[config.mk]
export PLATFORM = sky130hd
export DESIGN_NAME = msa_ram
export DESIGN_NICKNAME = d
export VERILOG_FILES = /design/src/hw/rtl/msa_ram.sv
export SDC_FILE = /design/constraint.sdc
export NUM_CORES = 1
export LEC_CHECK = 0
export BUFFER_PORTS_ARGS = -buffer_cell sky130_fd_sc_hd__buf_2
export CORE_MARGIN = 2
export CORE_UTILIZATION = 45
export DETAILED_ROUTE_END_ITERATION = 6
export HOLD_SLACK_MARGIN = 0.1
export PLACE_DENSITY = 0.76
export SYNTH_ARGS = -nofsm -noshare
export SYNTH_HDL_FRONTEND = slang
export SYNTH_SLANG_ARGS = --single-unit
[constraint.sdc]
create_clock -name clk_i -period 1.95 [get_ports clk_i]
set_clock_uncertainty 0.2 [all_clocks]
set_input_delay 0.195 -clock clk_i [delete_from_list [all_inputs] [get_ports clk_i]]
set_output_delay 0.195 -clock clk_i [all_outputs]
set_load 0.05 [all_outputs]
[src/hw/rtl/msa_ram.sv]
// Single-port-write, single-port-read synchronous RAM with registered read data.
// Depends on nothing.
module msa_ram #(
  parameter int unsigned Width = 8,
  parameter int unsigned Depth = 16,
  parameter int unsigned AddrW = 4
) (
  input  logic             clk_i,
  input  logic             we_i,
  input  logic [AddrW-1:0] waddr_i,
  input  logic [Width-1:0] wdata_i,
  input  logic             re_i,
  input  logic [AddrW-1:0] raddr_i,
  output logic [Width-1:0] rdata_o
);

  logic [Width-1:0] mem [Depth];
  logic [Width-1:0] rdata_q;

  always_ff @(posedge clk_i) begin
    if (we_i) begin
      mem[waddr_i] <= wdata_i;
    end
    if (re_i) begin
      rdata_q <= mem[raddr_i];
    end
  end

  assign rdata_o = rdata_q;

endmodule

-- Word-level counts from Yosys, hierarchy flattened
Memory sizes are Yosys's and may differ from the RTL's. A register that Yosys moved wholly into a read port is not among the register bits.
Cells that the tools add are included.
Widths: inputs -> output; s select.
- bits in registers: 0
- bits in writable memories: 128
- bits of input ports: 19
- output and inout port bits: 8
- word-level logic and storage cells: 3
- memories: 1
- memory list (memory ; depth ; width ; rd ports ; clocked after Yosys merged registers in ; write ports ; RTL line ; RTL):
    mem ; 16 ; 8 ; 1 ; 1 ; 1 ; 17 ; logic [Width-1:0] mem [Depth];
- multiplexer cells: 2
- operator list (cell ; number):
    $mux 1 ; 2

-- Logic depth before layout (Yosys ltp)
- depth in word-level cells: 2
- depth in mapped cells: 5
- gate-level depth less buffers: 3

-- Least setup slack after synthesis
No wires, ideal clock.
- path kind: in2reg
- start: input waddr_i[2]
- end: memory mem[0][0] (enable)
- setup time: 383 ps
- arrival: 1305 ps
- required time: 1367 ps
- setup slack: 62 ps
- cell stages on the path: 2
- path buffers: 0
- cells stage by stage: or3b_2 -> nor3_1
- RTL lines (element ; RTL line ; RTL):
    start, declared ; 10 ; input logic [AddrW-1:0] waddr_i,
    end, declared ; 17 ;
Straight into the memory's write port.

==> run metrics <==
outcome=complete, no violations; full die area=12500 um^2; share of the synthesized area in the top cell type=0.781; cell accounting for the most synthesized area=edfxtp_1; crit path DAT=1.72 ns; CP Launch Type=register; endpoints failing setup=0; DRC violations left=0; IR drop worst, VDD=0.000508 V; Synth Net Count=248; largest net degree at the start of global routing=33; FMAX=0.564 GHz; Buffers on Ports=26; Least-Margin Pin Slew=0.381 ns; CP bufs+invs=0; register bit total from synthesis=136; Max FO, Critical Path=1; CTS HTree Levels=4; GR Util All Layers=0.173; I/O Pins=27; unique cell type count in the Yosys netlist=18; worst hold path type=in2reg; final hold violations=0; worst-path cell chain=mux4_1 > a22oi_1 > nand2_1; clock period minus worst slack=1.77 ns; sequential-to-total area share from yosys stat=0.781; Tot Pwr=7.14 mW; number of inserted diodes=0; GPL Wtd Cong=0.760; Tcrit/Tclk final=0.910; adder-cell share of the synthesized area=0; row count=39; CTS root buffer=clkbuf_16; vias in the first global route=2665; final WL=10.1 mm; fraction of layout cells with a size suffix above 1=0.318; TritonCTS Buffers=17; Fillers=815; Synth Warn #=0; antenna-violating nets left=0; RSZ-0062 raised after global routing=no; Req. time, crit path=1.90 ns; P_leak=2.19 nW; wire length per cell=22.4 um; drt pass-1 iters=4; maximum clock insertion buffer count=2; first-pass GRT wire length=15.3 mm; initial DRC count=200; Initial Util=0.460; Worst-Skew Late Latency=0.41 ns; Synth Area in Simple Gates=0.0314; most frequent cells in the layout=136 x edfxtp_1, 26 x buf_2, 19 x buf_4; final slew viol count=0; critical path endpoint category=register; final core occ=0.562; Area growth, synth to finish=22.3%; critical path class=reg2reg; Synth Instances=229; Post-CTS Setup Bufs=0; Mean Syn Cell Area=22.8 um^2; largest family of logic cells by synthesized area=multiplexers; DR vias/cell=5.66; largest cells by area after synthesis=edfxtp_1 78%, mux4_2 7.8%, mux4_1 7.0%; compound-cell area share of the yosys netlist=0.0230; detailed-route via count=2551; HPWL after DPL=6.08 mm; Slowest-stage cell, CP=mux4_1; multiplexer share of the synthesized area=0.148; DIE WIDTH=112 um; core area=11400 um^2; die height=112 um; grt ovf=0; r2r setup slk=0.18 ns; CTS clock-pin slew for the worst setup and hold paths=0.06 ns; max cap viols=0; Post-layout nets=314; initial antenna violation count=0; largest stage delay on the critical path=0.55 ns; Slew headroom=0.746; PwrDens=1120 nW/um^2; commonest non-fill, non-tap cell in the layout=edfxtp_1; Post-Syn Area=5230 um^2; # clock sinks=136; XOR/XNOR share of the synthesized area=0; CP delay by family, top=multiplexers; CTS tree=built
[metal layers]
metal	up-vias	share of wire	global-route usage
li1	1115	-	-
met1	1319	0.42	0.223
met2	102	0.51	0.284
met3	15	0.056	0.0512
met4	0	0.011	0.0568
met5	-	0	0
[timing repair]
action | in CTS | in global routing
hold buffers | 9 | 0
resized for setup | 0 | 0
hold endpoints to repair | 136 | 0
[path summary, 6_finish.rpt]
path                            startpoint         end  depth (start not counted)
worst max register to register   mem[1][0]  rdata_o[0]                          3
worst min-delay path            waddr_i[0]   mem[4][6]                          3
worst min register to register  mem[14][4]  rdata_o[4]                          3
worst max-delay path             mem[1][0]  rdata_o[0]                          3
[where the power goes]
group | total (mW) | switching (mW) | internal (mW) | leakage (nW)
clock network | 3.46 | 1.19 | 2.27 | 0.312
registers | 3.31 | 0.0158 | 3.29 | 1.24
logic | 0.369 | 0.223 | 0.147 | 0.641
total | 7.14 | 1.43 | 5.71 | 2.19
[layout make-up]
| type | count | area, um^2 | share of cell area |
|---|---|---|---|
| timing repair buffer | 57 | 423 | 0.0662 |
| sequential | 136 | 4080 | 0.639 |
| tap | 143 | 179 | 0.0280 |
| clock inverter | 15 | 223 | 0.0348 |
| multi-input combinational | 83 | 1060 | 0.165 |
| clock buffer | 17 | 425 | 0.0666 |
[tightest hold or removal path: cells and delay by family]
family                 cells  cell delay, ns
buffers and inverters      2            0.31
AND/OR/NAND/NOR            1            0.08
[cell families (layout without fill, tap and decap cells)]
logic type / count (synthesis) / after routing
AOI/OAI and AO/OA: 16 / 16
and+or+nand+nor: 35 / 35
muxes: 32 / 32
buffers and inverters: 10 / 89
DFF: 136 / 136
[flip-flops by register name, summed over array words and instances (netlist names)]
register,count
mem,128
rdata_o,8
[cell usage after synthesis]
cell               n
nand3b_1           2
edfxtp_1         136
buf_2              3
nor3_1             4
nand2_1            9
a22oi_1           16
mux4_2            18
nand2b_1           2
buf_6              3
mux4_1            14
nand3_1            1
nor2_1            13
and2_1             1
buf_4              1
or3b_2             1
clkdlybuf4s25_2    3
nor2b_1            1
and2b_1            1
[stage by stage]
step                      std cells  cell area [um^2]  hold WS [ns]  worst slack, ns  TNS [ns]
after global placement          410              5650         0.362          0.00762         0
final                           451              6390         0.135            0.176         0
after global routing            451              6390         0.143            0.132         0
after detailed placement        410              5650         0.367          -0.0170   -0.0170
after CTS                       451              6390         0.113            0.147         0
after floorplan                 229              5230        0.0939           0.0621         0
Power figures use the tool's default switching activity.
