$ cat src/hw/rtl/msa_pkg.sv
// Shared types and constants of the expert saliency accumulator.
// Depends on nothing.
package msa_pkg;

  localparam int unsigned CountW  = 32;
  localparam int unsigned GateW   = 48;
  localparam int unsigned NormW   = 56;
  localparam int unsigned WsumW   = 64;
  localparam int unsigned TokW    = 40;
  localparam int unsigned SqSumW  = 48;
  localparam int unsigned RootW   = 24;
  localparam int unsigned ProdW   = 40;

  // Longest output vector; the square sum saturates at SqSumW whatever the length.
  localparam int unsigned VectorMax = 8192;

  localparam logic FUNC_ACC  = 1'b0;
  localparam logic FUNC_READ = 1'b1;

  typedef struct packed {
    logic [CountW-1:0] count;
    logic [GateW-1:0]  gate_sum;
    logic [NormW-1:0]  norm_sum;
    logic [WsumW-1:0]  wsum;
  } entry_t;

  localparam int unsigned EntryW = $bits(entry_t);

endpackage

$ cat src/hw/rtl/msa_isqrt.sv
// Iterative integer square root, two radicand bits per cycle.
// Depends on msa_pkg for the radicand and root widths.
module msa_isqrt (
  input  logic                       clk_i,
  input  logic                       rst_ni,
  input  logic                       start_i,
  input  logic [msa_pkg::SqSumW-1:0] value_i,
  output logic                       done_o,
  output logic [msa_pkg::RootW-1:0]  root_o
);
  import msa_pkg::*;

  localparam int unsigned IterW = $clog2(RootW + 1);

  logic [SqSumW-1:0] val_q, val_d;
  logic [RootW+1:0]  rem_q, rem_d;
  logic [RootW-1:0]  root_q, root_d;
  logic [IterW-1:0]  iter_q, iter_d;
  logic              busy_q, busy_d;
  logic              done_q, done_d;
  logic [RootW+1:0]  rem_sh;
  logic [RootW+1:0]  trial;

  always_comb begin
    rem_sh = {rem_q[RootW-1:0], val_q[SqSumW-1 -: 2]};
    trial  = {root_q, 2'b01};
    val_d  = val_q;
    rem_d  = rem_q;
    root_d = root_q;
    iter_d = iter_q;
    busy_d = busy_q;
    done_d = 1'b0;
    if (start_i) begin
      val_d  = value_i;
      rem_d  = '0;
      root_d = '0;
      iter_d = '0;
      busy_d = 1'b1;
    end else if (busy_q) begin
      val_d = {val_q[SqSumW-3:0], 2'b00};
      if (rem_sh >= trial) begin
        rem_d  = rem_sh - trial;
        root_d = {root_q[RootW-2:0], 1'b1};
      end else begin
        rem_d  = rem_sh;
        root_d = {root_q[RootW-2:0], 1'b0};
      end
      iter_d = iter_q + 1'b1;
      if (iter_q == IterW'(RootW - 1)) begin
        busy_d = 1'b0;
        done_d = 1'b1;
      end
    end
  end

  always_ff @(posedge clk_i or negedge rst_ni) begin
    if (!rst_ni) begin
      busy_q <= 1'b0;
      done_q <= 1'b0;
      iter_q <= '0;
    end else begin
      busy_q <= busy_d;
      done_q <= done_d;
      iter_q <= iter_d;
    end
  end

  always_ff @(posedge clk_i) begin
    val_q  <= val_d;
    rem_q  <= rem_d;
    root_q <= root_d;
  end

  assign done_o = done_q;
  assign root_o = root_q;

endmodule

$ cat config.mk
export PLATFORM = sky130hd
export DESIGN_NAME = msa_isqrt
export DESIGN_NICKNAME = d
export VERILOG_FILES = /design/src/hw/rtl/msa_pkg.sv /design/src/hw/rtl/msa_isqrt.sv
export SDC_FILE = /design/constraint.sdc
export NUM_CORES = 1
export LEC_CHECK = 0
export ABC_CLOCK_PERIOD_IN_PS = 3800
export BUFFER_PORTS_ARGS = -buffer_cell sky130_fd_sc_hd__buf_2
export CAP_MARGIN = 40
export CORE_MARGIN = 3
export CORE_UTILIZATION = 45
export DETAILED_ROUTE_END_ITERATION = 12
export SYNTH_ARGS = -nofsm -noshare
export SYNTH_HDL_FRONTEND = slang
export SYNTH_SLANG_ARGS = --single-unit
$ cat constraint.sdc
create_clock -name clk_i -period 3.8 [get_ports clk_i]
set_input_delay 0.38 -clock clk_i [delete_from_list [all_inputs] [get_ports clk_i]]
set_output_delay 0.38 -clock clk_i [all_outputs]
set_load 0.02 [all_outputs]
# Yosys cells after proc, flatten, opt, wreduce, memory -nomap -nowiden
# Cells that the tools add are included.
# word_totals
ff_bits,103
inputBits,51
out_inout_bits,25
wordCells,23
# classes
add_sub_neg,2
n_lt_le_gt_ge,1
n_eq_ne,1
n_mux,12
n_reduce_logical,1
# ops
operator,n
2-to-1 mux 48 bit,2
>= comparator 26 bit,1
2-to-1 mux 24 bit,1
subtractor 24 bit,1
2-to-1 mux 5 bit,2
2-to-1 mux 1 bit,7
adder 5 x 1 -> 5 bit (second input constant),1
== test 5 bit (second input constant),1
nonzero test 2 bit,1

# Longest topological paths before layout
# depth
ltp_word,4
depth_mapped,12
mapped_depth_nobuf,9

# Worst setup path after synthesis
# Ideal clock, no wire load.
# synth_timing
path_type,reg-to-reg
from,reg root_q[0] (netlist: root_o[0])
to,reg rem_q[10]
setup_ns,0.134
t_arrival_ns,2.587
required_ns,3.666
path_slack_ns,1.078
path_stages_with_launch,12
path_buffers,2
synth_period_minus_slack_ns,2.722
cell_sequence,dfxtp_1 > inv_1 > ha_1 > nor2b_1 > o31ai_4 > a211oi_2 > o41a_1 > or3_1 > buf_6 > buf_8 > o22ai_1 > a211oi_2
# synth_via
elab_chain_cells,2
elab_cells_between_ends,3
cone_classes,1 x add/sub; 1 x order compare; 1 x mux
# synth_lines
element,line_no,text
from (decl),msa_isqrt.sv:17,"logic [RootW-1:0] root_q, root_d;"
from (signal assigned),msa_isqrt.sv:71,root_q <= root_d;
subtractor 24 bit or >= comparator 26 bit (tied branches),"msa_isqrt.sv:42, msa_isqrt.sv:41",
2-to-1 mux 24 bit (*),msa_isqrt.sv:41,if (rem_sh >= trial) begin
to (signal assigned),msa_isqrt.sv:70,rem_q <= rem_d;
to (decl),msa_isqrt.sv:16,"logic [RootW+1:0] rem_q, rem_d;"
# Every way passes the cells marked *; elsewhere a longest branch is shown, timed or not.
# A chain may end at the register's enable or synchronous reset.

# Worst setup path in the final report
# layout_timing
from,reg root_q[17] (netlist: root_o[17])
to,reg rem_q[14]
# layout_via
elab_chain_cells,2
# layout_lines
element,line_no
>= comparator 26 bit,msa_isqrt.sv:41
2-to-1 mux 24 bit,msa_isqrt.sv:41
# No other way between the ends.

==> metrics <==
Worst path max stage delay=0.57 ns; worst setup path startpoint=root_o[17]; CTS Buffer Depth=2; gr ovfl total=0; Async SR Flop Fraction=6.80%; total CTS buffers=9; Die W=approximately 120 um; Leakage Power=around 2.9 nW; status=completed; # clock sinks=103; final non-filler cell total=791; DPL Wire Length=8290 um; P_sw=1.80 mW; Cell Area, Synth=5750 um^2; Core ar.=12300 um^2; share of layout cells above drive strength 1=approximately 26%; FMAX=0.326 GHz; CP delay by family, top=compound AO/OA/AOI/OAI gates; sequential share of the synthesized area=44.9%; multi-input logic area=about 2900 um^2; CP max FO=10; clk_lat worst skew=0.36 ns; ANT nets after route=0; WP data arrival=3.32 ns; RSZ-0062 raised after global routing=false; CP endpoint kind=register; DP Cell Count=774; Slew headroom=between 60% and 70%; Ports=76; # H-tree levels=3; Initial Util=46.9%; Worst-Margin Slew=0.587 ns; DR vias=4225; Reg clk slew, reported paths=0.08 ns; Final #Nets=about 700; final slew viol count=0; post-synth cell types=65; post-CTS setup buffers=0; Min Hold Slack=around 0.31 ns; number of flops mapped to enable cells by yosys=48; Hold Vio Cnt, Final=0; GR Util All Layers=17.4%; # Max-Cap Violations=0; required time worst endpoint=4.06 ns; Slowest-stage cell, CP=or3_1; sequential group share of total power=30.9%; vias in the first global route=4276; Final Setup Violations=0; initial antenna violation count=0; area grow syn2layout=14.7%; CTS root buffer=clkbuf_16; Mapped Nets=632; drt initial violations=195; CP startpoint kind=register; crit share post-route=between 80% and 90%; Avg WL per Cell=14.8 um; combinational share of power=just under 50%; Detailed Routing Iterations Pass 1=4; Synth Register Bits=between 100 and 150; Yosys Warn Count=0; switching share of total power=38.9%; internal power=2.82 mW; top_reg_cell synth=edfxtp_1; Hold WC Path Type=in -> reg; Post-Route Setup TNS=0 ns; WL final=around 12000 um; GPL Wtd Cong=roughly 0.86; # diodes=0; post-layout min period=3.06 ns; Avg Inst Size Synth=10.4 um^2; hold_sp=value_i[1]; FILL cells=1108; WS Path Type=reg -> reg; clock share of power=19.5%; reg2reg start=root_o[17]; pwr dens=701 nW/um^2; drt via density=5.34; Cells after Synth=554; die area=14200 um^2; Buf/Inv on CP=2; first-pass GRT wire length=20200 um; FP Rows=40; Die Y=119 um; CTS resizes=0; largest net degree at the start of global routing=65; Seq. cell area=2580 um^2; DRC viols=0; CP cell instances=inv_1 > ha_1 > a21oi_1 > o21ai_1 > a221oi_1 > o21ai_0 > or3_1 > buf_8 > mux2i_1 > a211oi_1; VDD IR max=0.448 mV; CTS tree=built; clk_skew=0.0102 ns; PortBufs=75
flip-flops by register name, indices dropped and copies added, names as in the netlist:
register  cells
done_o        1
iter_q        5
root_o       24
val_q        48
busy_q        1
rem_q        24
metal layers:
metal | track usage (%) | up-vias | wire [um]
li1 | - | 2145 | -
met1 | 21.8 | 1964 | 5260
met2 | 27.6 | 102 | 5510
met3 | 6.65 | 14 | 726
met4 | 5.87 | 0 | 179
met5 | 0 | - | 0
worst paths after layout:
path                              to  slack, ns  depth (start not counted)
max                        rem_q[14]       0.74                         10
min                         val_q[1]       0.31                          2
max reg2reg                rem_q[14]       0.74                         10
min reg2reg                rem_q[23]       0.50                          2
max in group asynchronous     busy_q       3.23                          2
min in group asynchronous     done_o       0.39                          2
power by group through the flow:
stage	Clock [mW]	Sequential [mW]	Combinational (mW)
finish	0.901	1.43	2.29
global route	0.983	1.45	2.56
CTS	0.935	1.43	2.29
detailed placement	0	1.45	2.27
global placement	0	1.45	2.20
floorplan	0	1.43	1.85
area by class of cell:
cell class	count	share of cell area [%]
inverter	33	1.88
clock buffer	9	3.42
clock inverter	7	0.949
tap	168	3.19
multi-input combinational	387	44.0
timing repair buffer	84	7.41
sequential	103	39.1
logic make-up after synthesis:
logic type                 synth area share (%)
adders and majority gates                  5.88
and+or+nand+nor                            14.2
muxes                                      15.1
AOI/OAI and AO/OA                          12.5
xor gates and xnor gates                   2.74
DFF                                        44.9
buffers and inverters                      4.66
cells in the final DEF, fill, tap and decap left out, types with 5 or more instances in the layout:
| master | instances |
|---|---|
| nand2b_1 | 8 |
| a21o_1 | 5 |
| a211oi_1 | 12 |
| mux2_2 | 47 |
| a21oi_1 | 21 |
| o21ai_0 | 16 |
| a311oi_1 | 8 |
| buf_4 | 6 |
| edfxtp_1 | 48 |
| o21a_1 | 5 |
| xnor2_1 | 9 |
| nand3_1 | 8 |
| nand4_1 | 5 |
| nor2_1 | 65 |
| mux2i_1 | 34 |
| buf_2 | 74 |
| inv_1 | 33 |
| dfxtp_1 | 48 |
| dfrtp_1 | 6 |
| nor3_1 | 8 |
| ha_1 | 27 |
| clkbuf_16 | 9 |
| nand2_1 | 27 |
| xor2_1 | 9 |
| o31ai_1 | 6 |
what timing repair did:
item | 4_1_cts | 5_1_grt
hold buffers | 1 | 0
hold endpoints to repair | 7 | 0
endpoints found under the setup margin | 0 | 0
Yosys cell counts, drive strengths merged, types with 2 or more instances:
cell | instances | area (um^2)
nor2 | 65 | 244
dfxtp | 48 | 961
edfxtp | 48 | 1440
mux2 | 47 | 529
mux2i | 34 | 340
inv | 33 | 124
ha | 27 | 338
nand2 | 27 | 101
a21oi | 21 | 105
o21ai | 20 | 104
clkbuf | 18 | 67.6
a211oi | 15 | 128
buf | 13 | 76.3
nor3 | 10 | 60.1
xnor2 | 9 | 78.8
xor2 | 9 | 78.8
a311oi | 8 | 70.1
nand2b | 8 | 50.1
nand3 | 8 | 40.0
dfrtp | 7 | 175
o31ai | 7 | 66.3
a21o | 5 | 37.5
nand4 | 5 | 31.3
nor3b | 5 | 42.5
nor4 | 5 | 46.3
o21a | 5 | 37.5
nor2b | 4 | 25.0
or3 | 4 | 25.0
and2 | 3 | 21.3
and3 | 3 | 18.8
o311ai | 3 | 26.3
o31a | 3 | 26.3
a311o | 2 | 20.0
nand3b | 2 | 15.0
o211ai | 2 | 15.0
o22ai | 2 | 12.5
o41a | 2 | 22.5
or2 | 2 | 12.5
or3b | 2 | 17.5
metrics by stage:
stage | utilization (%) | setup slack, ns | cell area (um^2) | power, mW
floorplan | - | 1.08 | 5750 | 3.28
global placement | 50.8 | 0.770 | 6230 | 3.65
detailed placement | 51.3 | 0.782 | 6290 | 3.72
CTS | 53.7 | 0.732 | 6590 | 4.65
global route | 53.7 | 0.464 | 6590 | 4.99
finish | 53.7 | 0.736 | 6590 | 4.62
Power figures use the tool's default switching activity.
